## config.mk

```make
export PLATFORM = sky130hd
export DESIGN_NAME = json_string_unescape_utf8
export DESIGN_NICKNAME = d
export VERILOG_FILES = /design/src/sv/jsu_pkg.sv /design/src/sv/jsu_front.sv /design/src/sv/jsu_queue.sv /design/src/sv/jsu_back.sv /design/src/sv/json_string_unescape_utf8.sv
export VERILOG_INCLUDE_DIRS = /design/src /design/src/sv
export SDC_FILE = /design/constraint.sdc
export NUM_CORES = 1
export LEC_CHECK = 0
export ABC_AREA = 1
export BUFFER_PORTS_ARGS = -buffer_cell sky130_fd_sc_hd__buf_4
export CORE_UTILIZATION = 61
export CTS_CLUSTER_SIZE = 24
export DETAILED_ROUTE_END_ITERATION = 7
export PLACE_DENSITY = 0.8
export SLEW_MARGIN = 20
export SYNTH_ARGS = -nofsm -noshare
export SYNTH_HDL_FRONTEND = slang
export SYNTH_SLANG_ARGS = --single-unit
```

## constraint.sdc

```tcl
create_clock -name clk -period 4.15 [get_ports clk]
set_clock_uncertainty 0.2 [all_clocks]
set_input_delay 0.415 -clock clk [delete_from_list [all_inputs] [get_ports clk]]
set_output_delay 0.415 -clock clk [all_outputs]
set_load 0.005 [all_outputs]
```

## src/sv/assert_macros.svh

```systemverilog
// Assertion macros shared by the json string unescaper RTL.
// Each macro expands to one labeled concurrent assertion on a given clock and reset.
`ifndef ASSERT_MACROS_SVH
`define ASSERT_MACROS_SVH

// Same-cycle implication, disabled while reset is low.
`define ASSERT_IMPLIES(lbl, clk, rst_n, ante, cons) \
  lbl: assert property (@(posedge clk) disable iff (!(rst_n)) (ante) |-> (cons)) \
    else $error("assertion failed: implication");

// Next-cycle implication, disabled while reset is low.
`define ASSERT_NEXT(lbl, clk, rst_n, ante, cons) \
  lbl: assert property (@(posedge clk) disable iff (!(rst_n)) (ante) |=> (cons)) \
    else $error("assertion failed: next-cycle implication");

`endif

```

## src/sv/jsu_pkg.sv

```systemverilog
// Package for the json string unescaper: result kinds, job descriptor, byte codes.
// No dependencies; used by every module of the block.
`timescale 1ns / 1ps

package jsu_pkg;

  typedef enum logic [1:0] {
    KIND_BYTE = 2'd0,
    KIND_END  = 2'd1,
    KIND_ERR  = 2'd2
  } kind_t;

  typedef enum logic [1:0] {
    TAIL_NONE = 2'd0,
    TAIL_END  = 2'd1,
    TAIL_ERR  = 2'd2
  } tail_t;

  // Work for the back end: up to three decoded bytes, then an optional end or error.
  typedef struct packed {
    logic [2:0][7:0] bytes;
    logic [1:0]      nbytes;
    tail_t           tail;
  } job_t;

  localparam logic [7:0] CH_BSLASH = 8'h5c;
  localparam logic [7:0] CH_QUOTE  = 8'h22;
  localparam logic [7:0] CH_T      = 8'h74;
  localparam logic [7:0] CH_B      = 8'h62;
  localparam logic [7:0] CH_F      = 8'h66;
  localparam logic [7:0] CH_R      = 8'h72;
  localparam logic [7:0] CH_N      = 8'h6e;
  localparam logic [7:0] CH_U      = 8'h75;
  localparam logic [7:0] CH_DIGIT9 = 8'h39;

  localparam logic [7:0] BYTE_TAB  = 8'h09;
  localparam logic [7:0] BYTE_BS   = 8'h08;
  localparam logic [7:0] BYTE_FF   = 8'h0c;
  localparam logic [7:0] BYTE_CR   = 8'h0d;
  localparam logic [7:0] BYTE_LF   = 8'h0a;

  localparam logic [15:0] UTF8_LIM1 = 16'h0080;
  localparam logic [15:0] UTF8_LIM2 = 16'h0800;
  localparam logic [7:0]  UTF8_CONT = 8'h80;
  localparam logic [7:0]  UTF8_LEAD2 = 8'hc0;
  localparam logic [7:0]  UTF8_LEAD3 = 8'he0;

  function automatic job_t utf8_job(input logic [15:0] code);
    job_t j;
    j = '0;
    j.tail = TAIL_NONE;
    if (code == 16'd0) begin
      j.nbytes = 2'd0;
    end else if (code < UTF8_LIM1) begin
      j.bytes[0] = code[7:0];
      j.nbytes   = 2'd1;
    end else if (code < UTF8_LIM2) begin
      j.bytes[0] = UTF8_LEAD2 | {3'b000, code[10:6]};
      j.bytes[1] = UTF8_CONT | {2'b00, code[5:0]};
      j.nbytes   = 2'd2;
    end else begin
      j.bytes[0] = UTF8_LEAD3 | {4'b0000, code[15:12]};
      j.bytes[1] = UTF8_CONT | {2'b00, code[11:6]};
      j.bytes[2] = UTF8_CONT | {2'b00, code[5:0]};
      j.nbytes   = 2'd3;
    end
    return j;
  endfunction

endpackage

```

## src/sv/jsu_front.sv

```systemverilog
// Front end of the json string unescaper: escape and \u state, classifies each byte
// into a job for the back end. Depends on jsu_pkg.
`timescale 1ns / 1ps

module jsu_front (
  input  logic          clk,
  input  logic          rst_n,
  input  logic          fire,
  input  logic [7:0]    in_byte,
  input  logic          in_text_end,
  output logic          push,
  output jsu_pkg::job_t job
);

  logic        esc_r,  esc_nxt;
  logic        hex_r,  hex_nxt;
  logic [1:0]  cnt_r,  cnt_nxt;
  logic [11:0] code_r, code_nxt;

  logic [3:0]  hv;
  logic [15:0] acc;
  logic        ended;
  logic        abort;

  always_comb begin
    hv       = (in_byte <= jsu_pkg::CH_DIGIT9) ? in_byte[3:0]
                                               : ({1'b0, in_byte[2:0]} + 4'd9);
    acc      = {code_r, hv};
    esc_nxt  = esc_r;
    hex_nxt  = hex_r;
    cnt_nxt  = cnt_r;
    code_nxt = code_r;
    job      = '0;
    job.tail = jsu_pkg::TAIL_NONE;
    ended    = 1'b0;
    abort    = 1'b0;

    if (hex_r) begin
      code_nxt = acc[11:0];
      if (cnt_r == 2'd3) begin
        job      = jsu_pkg::utf8_job(acc);
        hex_nxt  = 1'b0;
        cnt_nxt  = 2'd0;
        code_nxt = '0;
      end else begin
        cnt_nxt = cnt_r + 2'd1;
        abort   = in_text_end;
      end
    end else if (esc_r) begin
      esc_nxt    = 1'b0;
      job.nbytes = 2'd1;
      unique case (in_byte)
        jsu_pkg::CH_BSLASH: job.bytes[0] = jsu_pkg::CH_BSLASH;
        jsu_pkg::CH_QUOTE:  job.bytes[0] = jsu_pkg::CH_QUOTE;
        jsu_pkg::CH_T:      job.bytes[0] = jsu_pkg::BYTE_TAB;
        jsu_pkg::CH_B:      job.bytes[0] = jsu_pkg::BYTE_BS;
        jsu_pkg::CH_F:      job.bytes[0] = jsu_pkg::BYTE_FF;
        jsu_pkg::CH_R:      job.bytes[0] = jsu_pkg::BYTE_CR;
        jsu_pkg::CH_N:      job.bytes[0] = jsu_pkg::BYTE_LF;
        jsu_pkg::CH_U: begin
          job.nbytes = 2'd0;
          abort      = in_text_end;
          hex_nxt    = 1'b1;
          cnt_nxt    = 2'd0;
          code_nxt   = '0;
        end
        default:            job.bytes[0] = in_byte;
      endcase
    end else if (in_byte == jsu_pkg::CH_BSLASH) begin
      esc_nxt = 1'b1;
    end else if (in_byte == jsu_pkg::CH_QUOTE) begin
      job.tail = jsu_pkg::TAIL_END;
      ended    = 1'b1;
    end else begin
      job.bytes[0] = in_byte;
      job.nbytes   = 2'd1;
    end

    // A truncated \u escape reports only the error; any other text end closes the string.
    if (abort) begin
      job.nbytes = 2'd0;
      job.tail   = jsu_pkg::TAIL_ERR;
    end else if (in_text_end) begin
      job.tail = jsu_pkg::TAIL_END;
    end
    if (abort || in_text_end || ended) begin
      esc_nxt  = 1'b0;
      hex_nxt  = 1'b0;
      cnt_nxt  = 2'd0;
      code_nxt = '0;
    end
  end

  assign push = fire && ((job.nbytes != 2'd0) || (job.tail != jsu_pkg::TAIL_NONE));

  always_ff @(posedge clk) begin
    if (!rst_n) begin
      esc_r  <= 1'b0;
      hex_r  <= 1'b0;
      cnt_r  <= 2'd0;
      code_r <= '0;
    end else if (fire) begin
      esc_r  <= esc_nxt;
      hex_r  <= hex_nxt;
      cnt_r  <= cnt_nxt;
      code_r <= code_nxt;
    end
  end

endmodule

```

## src/sv/jsu_queue.sv

```systemverilog
// Two-entry job queue between the front and back ends of the json string unescaper.
// Depends on jsu_pkg and assert_macros.svh.
`timescale 1ns / 1ps
`include "assert_macros.svh"

module jsu_queue (
  input  logic          clk,
  input  logic          rst_n,
  input  logic          push,
  input  jsu_pkg::job_t push_job,
  output logic          full,
  output logic          q_valid,
  output jsu_pkg::job_t q_job,
  input  logic          pop
);

  jsu_pkg::job_t slots_r [2];
  logic          wr_ptr_r, wr_ptr_nxt;
  logic          rd_ptr_r, rd_ptr_nxt;
  logic [1:0]    cnt_r,    cnt_nxt;

  assign full    = (cnt_r == 2'd2);
  assign q_valid = (cnt_r != 2'd0);
  assign q_job   = slots_r[rd_ptr_r];

  always_comb begin
    wr_ptr_nxt = push ? ~wr_ptr_r : wr_ptr_r;
    rd_ptr_nxt = pop  ? ~rd_ptr_r : rd_ptr_r;
    cnt_nxt    = cnt_r + {1'b0, push} - {1'b0, pop};
  end

  always_ff @(posedge clk) begin
    if (!rst_n) begin
      wr_ptr_r <= 1'b0;
      rd_ptr_r <= 1'b0;
      cnt_r    <= 2'd0;
    end else begin
      wr_ptr_r <= wr_ptr_nxt;
      rd_ptr_r <= rd_ptr_nxt;
      cnt_r    <= cnt_nxt;
    end
  end

  always_ff @(posedge clk) begin
    if (push) begin
      slots_r[wr_ptr_r] <= push_job;
    end
  end

  `ASSERT_IMPLIES(a_no_overflow, clk, rst_n, push, !full)
  `ASSERT_IMPLIES(a_no_underflow, clk, rst_n, pop, q_valid)
  `ASSERT_NEXT(a_push_alone_grows, clk, rst_n, push && !pop, cnt_r == $past(cnt_r) + 2'd1)

endmodule

```

## src/sv/jsu_back.sv

```systemverilog
// Back end of the json string unescaper: walks the head job, one result per cycle
// unless stalled, into the output register. Depends on jsu_pkg and assert_macros.svh.
`timescale 1ns / 1ps
`include "assert_macros.svh"

module jsu_back (
  input  logic          clk,
  input  logic          rst_n,
  input  logic          q_valid,
  input  jsu_pkg::job_t q_job,
  output logic          pop,
  output logic          out_valid,
  input  logic          out_ready,
  output logic [7:0]    out_byte,
  output logic [1:0]    out_result_kind,
  output logic          out_run_last
);

  logic [1:0]     step_r, step_nxt;
  logic           vld_r,  vld_nxt;
  logic [7:0]     byte_r;
  jsu_pkg::kind_t kind_r;
  logic           last_r;

  logic [2:0]     total;
  logic           is_last;
  logic           load;
  logic [7:0]     cur_byte;
  jsu_pkg::kind_t cur_kind;

  always_comb begin
    total    = {1'b0, q_job.nbytes} + {2'b00, (q_job.tail != jsu_pkg::TAIL_NONE)};
    is_last  = ({1'b0, step_r} == (total - 3'd1));
    load     = q_valid && (!vld_r || out_ready);
    cur_byte = '0;
    cur_kind = jsu_pkg::KIND_BYTE;
    if (step_r < q_job.nbytes) begin
      unique case (step_r)
        2'd0:    cur_byte = q_job.bytes[0];
        2'd1:    cur_byte = q_job.bytes[1];
        default: cur_byte = q_job.bytes[2];
      endcase
    end else if (q_job.tail == jsu_pkg::TAIL_ERR) begin
      cur_kind = jsu_pkg::KIND_ERR;
    end else begin
      cur_kind = jsu_pkg::KIND_END;
    end
    pop      = load && is_last;
    step_nxt = load ? (is_last ? 2'd0 : step_r + 2'd1) : step_r;
    vld_nxt  = load ? 1'b1 : (vld_r && !out_ready);
  end

  always_ff @(posedge clk) begin
    if (!rst_n) begin
      step_r <= 2'd0;
      vld_r  <= 1'b0;
    end else begin
      step_r <= step_nxt;
      vld_r  <= vld_nxt;
    end
  end

  always_ff @(posedge clk) begin
    if (load) begin
      byte_r <= cur_byte;
      kind_r <= cur_kind;
      last_r <= is_last;
    end
  end

  assign out_valid       = vld_r;
  assign out_byte        = byte_r;
  assign out_result_kind = kind_r;
  assign out_run_last    = last_r;

  `ASSERT_IMPLIES(a_step_in_job, clk, rst_n, q_valid, {1'b0, step_r} < total)
  `ASSERT_IMPLIES(a_head_held_mid_job, clk, rst_n, step_r != 2'd0, q_valid)
  `ASSERT_IMPLIES(a_error_alone, clk, rst_n, q_valid && (q_job.tail == jsu_pkg::TAIL_ERR),
                  q_job.nbytes == 2'd0)

endmodule

```

## src/sv/json_string_unescape_utf8.sv

```systemverilog
// JSON string body unescaper with UTF-8 encoding of \uXXXX escapes.
// Input channel (in_valid/in_ready): one raw byte of the string body per transfer,
// starting after the opening quote, with in_text_end marking the last byte of the text.
// Output channel (out_valid/out_ready): one result per transfer: a decoded byte, an end
// of string, or a truncated-\u error; out_run_last flags the last result of an input.
// An input byte yields zero to four results; bytes that yield none (backslash, 'u',
// partial hex digits, a \u0000) are absorbed.
// A result passes from its input transfer through a queue slot to the output register.
// Throughput: one input per cycle while each yields one result and out_ready is high;
// a multi-result input holds the back end until the single output register emits all.
// A two-entry job queue separates the classifier from the output sequencer, so input
// keeps flowing while a result waits; in_ready drops only when that queue is full.
// Reset (rst_n low, synchronous) clears the escape state, the queue and the output.
// When the receiver stalls, the output holds its result and the queue fills, then
// in_ready falls until results drain.
// Depends on jsu_pkg, jsu_front, jsu_queue and jsu_back.
`timescale 1ns / 1ps

module json_string_unescape_utf8 (
  input  logic       clk,
  input  logic       rst_n,
  input  logic       in_valid,
  output logic       in_ready,
  input  logic [7:0] in_byte,
  input  logic       in_text_end,
  output logic       out_valid,
  input  logic       out_ready,
  output logic [7:0] out_byte,
  output logic [1:0] out_result_kind,
  output logic       out_run_last
);

  logic          fire;
  logic          push;
  logic          full;
  logic          q_valid;
  logic          pop;
  jsu_pkg::job_t push_job;
  jsu_pkg::job_t q_job;

  assign in_ready = !full;
  assign fire     = in_valid && in_ready;

  jsu_front u_front (
    .clk         (clk),
    .rst_n       (rst_n),
    .fire        (fire),
    .in_byte     (in_byte),
    .in_text_end (in_text_end),
    .push        (push),
    .job         (push_job)
  );

  jsu_queue u_queue (
    .clk      (clk),
    .rst_n    (rst_n),
    .push     (push),
    .push_job (push_job),
    .full     (full),
    .q_valid  (q_valid),
    .q_job    (q_job),
    .pop      (pop)
  );

  jsu_back u_back (
    .clk             (clk),
    .rst_n           (rst_n),
    .q_valid         (q_valid),
    .q_job           (q_job),
    .pop             (pop),
    .out_valid       (out_valid),
    .out_ready       (out_ready),
    .out_byte        (out_byte),
    .out_result_kind (out_result_kind),
    .out_run_last    (out_run_last)
  );

endmodule
```

==> results.txt, run 1 <==
Max Cap Viol: 0
Post-DR wirelength/cell: 15.5 um
Footprint of the multi-input gates: 1720 um2
Depth of the CTS H-tree: 3
Mux contribution to synthesized area: 0.690%
Post-CTS Repair Setup Buffers: 0
Mapped Cells: 460
Top-count cell post-synth: nand2_1
Pleak: 1.92 nW
Core Box Area: 6830 um2
Crit end category: register
Die Height: 86.5 um
Sequential area share after synthesis: 54.5%
Port Buffers: 25
Antenna diode count: 0
CP cell instances: inv_1 -> buf_4 -> or2_2 -> o21ai_0 -> inv_1 -> nor2_1 -> ha_1 -> ha_1 -> xnor2_1 -> nor3_1 -> nand2_1 -> inv_1 -> ha_1 -> inv_1 -> ha_1 -> xor2_1 -> o21ai_0 -> a21oi_1
Post-Route WL: 9140 um
DRC Markers: 0
Normalized max-slew margin: 54.8%
RSZ-0062 raised after global routing: no
Routed Antenna Nets: 0
Cell Area, Synth: 4350 um2
Pwr/cell area: 532 nW/um2
First-pass GRT wire length: 14900 um
Arr. time, crit path: 3460 ps
Root Driver: clkbuf_8
CP max stage cell: dfxtp_1
Crit path time final: 3360 ps
Row cnt: 30
Via count: 3299
# clock sinks: 87
Design Power: 2.57 mW
Crit-path leading delay family: adder cells
Setup TNS: 0 ps
Final-layout fill cell count: 531
Syn Area/Cell: 9.47 um2
CTS-repair resized insts: 0
Synthesis-stage register bit count: 87
Routed vias/inst: 5.59
CP Class: reg2reg
Full die area: 7480 um2
Top FF cell, synth: edfxtp_1
Fraction of layout cells with a size suffix above 1: 17.0%
Compound-gate portion of the synthesized area: 13.9%
Worst-Skew Late Latency: 350 ps
Async set-reset flop share out of synthesis: 0%
Top cell type's share of synthesized area: 43.4%
Placer Congestion: 1.02
Vias in the first global route: 3029
Pre-CTS setup slack: 846 ps
DRT iter0 DRCs: 207
Largest net degree at the start of global routing: 27
Main combinational cell family by area after synthesis: simple AND/OR/NAND/NOR gates
Max-slew violations: 0
DP Wirelength: 6600 um
DRT Pass-1 Iters: 4
Tightest Pin Transition: 676 ps
Worst Hold Class: in2reg
Top cells by area, synth: edfxtp_1 (43%), dfxtp_1 (11%), nand2_1 (5.8%)
Peak supply drop: 0.000338 V
Critical Path RT: 4250 ps
Starting Density: 63.7%
Synth Area in Adders: 3.74%
Initial antenna violation count: 0
Final period util: 81.1%
Ports: 26
Overflow after GRT: 0
CP max FO: 23
Synth Area in Simple Gates: 20.1%
Clock transition at path regs: 100 ps
GR Util met3: 5.05%
Synth warn: 0
Final hold vios: 0
Register Area: 2370 um2
CP bufs+invs: 5
Total CTS buffers: 9
Tot GR Track Use: 26.6%
Synth cell types: 48
Fin cells: 590
Fmax: 0.297 GHz
Synth Net Count: 486
GR peak layer: met2
Max incr delay on CP: 350 ps
EDFF count, synth: 63
Worst-case clock buffer depth: 2
CP startpoint kind: register
Yosys top cell by area: edfxtp_1
Most common library cells after synthesis: nand2_1 (67), nor2_1 (65), edfxtp_1 (63)
Nets: 515
TritonCTS clock tree: done
Area grow syn2layout: 11.1%
Met1 Resource Use GR: 35.7%
Outcome: complete, no violations
M2 GR Usage: 43.3%
Die X-Extent: 86.5 um
Cts hold-fix bufs: 0
Setup violations, final: 0
Setup ws final: 785 ps
Number of cells in the design after placement: 574
XOR/XNOR Fraction of Synth Area: 1.01%
[stage by stage]
stage / hold WS (ps) / area, um2 / utilization (%)
after floorplan: 248 / 4350 / -
after global placement: 257 / 4640 / 67.9
after detailed placement: 284 / 4640 / 67.9
after CTS: 84.5 / 4840 / 70.8
after global routing: 106 / 4840 / 70.8
final: 101 / 4840 / 70.8
[path summary, 6_finish.rpt]
| check | startpoint | end | slack (ps) | cells past startpoint |
|---|---|---|---|---|
| max | register | u_queue.cnt_r[1]$_SDFF_PN0_ | 790 | 18 |
| min | rst_n | u_queue.cnt_r[0]$_SDFF_PN0_ | 100 | 3 |
| max reg2reg | register | u_queue.cnt_r[1]$_SDFF_PN0_ | 790 | 18 |
| min reg2reg | u_front.cnt_r[1]$_SDFFE_PN0P_ | u_front.cnt_r[1]$_SDFFE_PN0P_ | 290 | 2 |
[worst min-delay path, cell delays in order]
cell	delay, ps
buf_4	120
nand2_1	50
inv_1	40
[registers in the layout, summed over array words and instances, names as in the netlist, named ones only]
signal / count
u_back.out_result_kind: 2
u_back.step_r: 2
u_front.esc_r: 1
u_back.out_run_last: 1
u_front.hex_r: 1
u_queue.wr_ptr_r: 1
u_back.out_byte: 8
u_queue.cnt_r: 2
u_queue.rd_ptr_r: 1
u_front.code_r: 12
u_front.cnt_r: 2
u_back.out_valid: 1
u_queue.slots_r: 52
[per-layer routing]
metal	vias up	part of all wire (%)
met5	-	0
met4	0	1.9
met2	111	49
met1	1538	43
li1	1633	-
met3	17	5.8
[layout by cell type, fill, tap and decap left out, types with 2 or more instances in the layout]
cell type,count
or2_2,2
ha_1,13
inv_2,5
edfxtp_1,63
xnor2_1,2
dfxtp_1,24
nor3_1,8
buf_4,29
xor2_1,3
o22ai_1,2
o31ai_1,2
inv_6,2
a21oi_2,7
a31oi_1,7
a21boi_0,2
nand2_2,13
nand2_4,2
nor2_2,3
a211oi_1,3
o21ai_0,36
mux2i_1,3
o32ai_1,4
nand3_1,20
o21a_1,7
clkbuf_8,9
nor3_4,2
nand2_1,67
nor2_1,64
a21oi_1,17
nand4_1,4
inv_1,49
[cell type report]
type	count	share of cell area, %
well taps	96	2.48
inverters	55	4.27
clock buffers	10	3.08
repair buffers	29	4.50
multi-input cells	307	35.6
clock inverters	6	1.01
flip-flops and latches	87	49.1
[where the power goes]
part / leakage (nW) / switching, mW / internal, mW / total (mW)
clock network: 0.105 / 0.310 / 0.263 / 0.572
registers: 0.797 / 0.0642 / 1.15 / 1.21
logic: 1.02 / 0.488 / 0.300 / 0.788
total: 1.92 / 0.862 / 1.71 / 2.57
[logic make-up (layout without fill, tap and decap cells)]
kind of cell    count (synthesis)  count (layout)
buf+inv                        66             100
xor+xnor                        5               5
simple gates                  191             191
flops                          87              87
compound gates                 95              95
fa+ha+maj                      13              13
mux                             3               3
Note: power is estimated with default switching activity, not from simulation.
==> inputs of run 2 (changes only) <==
==> constraint.sdc (replaced) <==
create_clock -name clk -period 3.5 [get_ports clk]
set_clock_uncertainty 0.2 [all_clocks]
set_input_delay 0.35 -clock clk [delete_from_list [all_inputs] [get_ports clk]]
set_output_delay 0.35 -clock clk [all_outputs]
set_load 0.005 [all_outputs]
==> results.txt, run 2 (synthesis results as in run 1) <==
Outcome: complete, no violations
Max incr delay on CP: 400 ps (+50 ps)
Row cnt: 30 (unchanged)
Worst-case clock buffer depth: 2 (unchanged)
Normalized max-slew margin: 55.5% (+0.69 points)
CP max stage cell: dfxtp_4
# clock sinks: 87 (unchanged)
Total CTS buffers: 9 (unchanged)
Footprint of the multi-input gates: 1720 um2 (unchanged)
Depth of the CTS H-tree: 3 (unchanged)
Crit end category: register
Net Sw Power: 1.02 mW (+18%)
Antenna diode count: 0 (unchanged)
Worst-Skew Late Latency: 360 ps (about the same)
Register Area: 2380 um2 (+0.16%)
DRT iter0 DRCs: 217 (+4.8%)
Critical path depth: 17 (-1)
DRC Markers: 0 (unchanged)
Ports: 26 (unchanged)
Reg power frac: 45.8% (-1.3 points)
Number of cells in the design after placement: 575 (+0.17%)
Gate power share: 29.3% (-1.4 points)
Fmax: 0.323 GHz (+8.6%)
Fin cells: 591 (+0.17%)
Post-Route WL: 9170 um (+0.38%)
Pleak: 1.94 nW (+1.2%)
Routed Antenna Nets: 0 (unchanged)
Critical Path RT: 3600 ps (-650 ps)
M2 GR Usage: 45.3% (+2.0 points)
R2R cell count: 17 (-1)
Clock transition at path regs: 90 ps (about the same)
RSZ-0062 raised after global routing: no
Placer Congestion: 0.968 (-5.2%)
GR Util met3: 4.76% (-0.29 points)
Max Cap Viol: 0 (unchanged)
Post-DR wirelength/cell: 15.5 um (+0.21%)
CP cell instances: inv_1 -> or2_2 -> o21ai_0 -> inv_1 -> nor2_1 -> ha_1 -> ha_1 -> xnor2_1 -> nor3_1 -> nand2_1 -> inv_1 -> ha_1 -> inv_1 -> ha_1 -> xor2_1 -> o21ai_0 -> a21oi_1
CP bufs+invs: 4 (-1)
Routed vias/inst: 5.68 (+1.6%)
Initial antenna violation count: 0 (unchanged)
CP Class: reg2reg
Max-slew violations: 0 (unchanged)
Cts hold-fix bufs: 0 (unchanged)
DRT Pass-1 Iters: 5 (+1)
Final period util: 88.5% (+7.4 points)
Die X-Extent: 86.5 um (unchanged)
Int Power: 2.13 mW (+25%)
Cell area after layout: 4890 um2 (+1.1%)
CP startpoint kind: register
Pre-CTS setup slack: 295 ps (-551 ps)
Met1 Resource Use GR: 35.6% (-0.13 points)
GR peak layer: met2
Fraction of layout cells with a size suffix above 1: 17.4% (+0.37 points)
Setup violations, final: 0 (unchanged)
Peak supply drop: 0.000272 V (-20%)
Via count: 3358 (+1.8%)
Hold WS: 26.2 ps (-74.6 ps)
Tightest Pin Transition: 666 ps (-9.99 ps)
Pwr/cell area: 645 nW/um2 (+21%)
Port Buffers: 25 (unchanged)
DP Wirelength: 6710 um (+1.7%)
Most frequent cells in the layout: nand2_1 (67), nor2_1 (64), edfxtp_1 (63), inv_1 (49), o21ai_0 (36)
Worst Hold Class: in2reg
Core Box Area: 6830 um2 (unchanged)
Max FFs per register: 52 (unchanged)
Nets: 516 (+0.19%)
First-pass GRT wire length: 15400 um (+3.1%)
Crit-path leading delay family: adder cells
Full die area: 7480 um2 (unchanged)
Tot GR Track Use: 27.3% (+0.69 points)
Root Driver: clkbuf_8
Hold depth: 3 (unchanged)
Setup TNS: 0 ps (unchanged)
Sw Ratio: 32.3% (-1.2 points)
Overflow after GRT: 0 (unchanged)
Starting Density: 63.7% (unchanged)
Die Height: 86.5 um (unchanged)
Vias in the first global route: 3288 (+8.6%)
Final hold vios: 0 (unchanged)
TritonCTS clock tree: done
Largest reg by FF count: u_queue.slots_r
Clock Power Share: 24.9% (+2.6 points)
Final-layout fill cell count: 523 (-1.5%)
Area grow syn2layout: 12.2%
CP max FO: 6 (-74%)
Core Util, Final: 71.5% (+0.75 points)
Crit path time final: 3100 ps (-266 ps)
Largest net degree at the start of global routing: 27 (unchanged)
Placed Instance Area: 4650 um2 (+0.16%)
Most common cell after layout, fill and taps aside: nand2_1
Design Power: 3.15 mW (+23%)
Setup ws final: 402 ps (-384 ps)
Arr. time, crit path: 3200 ps (-260 ps)
==> run 2: cell count changes in the layout (fill, tap and decap cells not counted), sizes merged <==
cell	change
clkinv	-1
clkbuf	+3
inv	-2
buf	+1
==> run 2: final timing paths <==
| check | start | end | slack (ps) |
|---|---|---|---|
| max | register | u_queue.cnt_r[1]$_SDFF_PN0_ | 400 |
| min | rst_n | u_queue.cnt_r[0]$_SDFF_PN0_ | 30 |
| max reg2reg | register | u_queue.cnt_r[1]$_SDFF_PN0_ | 400 |
| min reg2reg | u_front.cnt_r[1]$_SDFFE_PN0P_ | u_front.cnt_r[1]$_SDFFE_PN0P_ | 290 |
==> run 2: layout make-up <==
type	count	share of cell area, %
flip-flops and latches	87	48.6
inverters	55	4.22
well taps	96	2.46
repair buffers	30	4.61
clock inverters	3	0.512
clock buffers	13	4.35
multi-input cells	307	35.2
==> run 2: worst reg2reg max path, cell delays in order (launching register included) <==
cell and delay [ps]:
dfxtp_4 400, inv_1 60, or2_2 260, o21ai_0 110, inv_1 90, nor2_1 110, ha_1 150, ha_1 230
xnor2_1 130, nor3_1 200, nand2_1 130, inv_1 130, ha_1 240, inv_1 60, ha_1 150, xor2_1 180
o21ai_0 90, a21oi_1 120
==> run 2: power groups by stage <==
stage                     clock network, mW  registers [mW]  logic [mW]
after floorplan                           0            1.45       0.609
after global placement                    0            1.46       0.889
after detailed placement                  0            1.46       0.920
after CTS                             0.785            1.44       0.925
after global routing                  0.826            1.46        1.04
final                                 0.786            1.44       0.922
==> run 2: repair_timing <==
item	CTS	global route
gates resized for setup	0	2
setup buffers	0	0
endpoints found under the setup margin	0	1
==> run 2: metal layers <==
metal  up-vias  wire length (um)
li1       1632                 -
met1      1603              4110
met2       103              4400
met3        20               411
met4         0               252
met5         -                 0
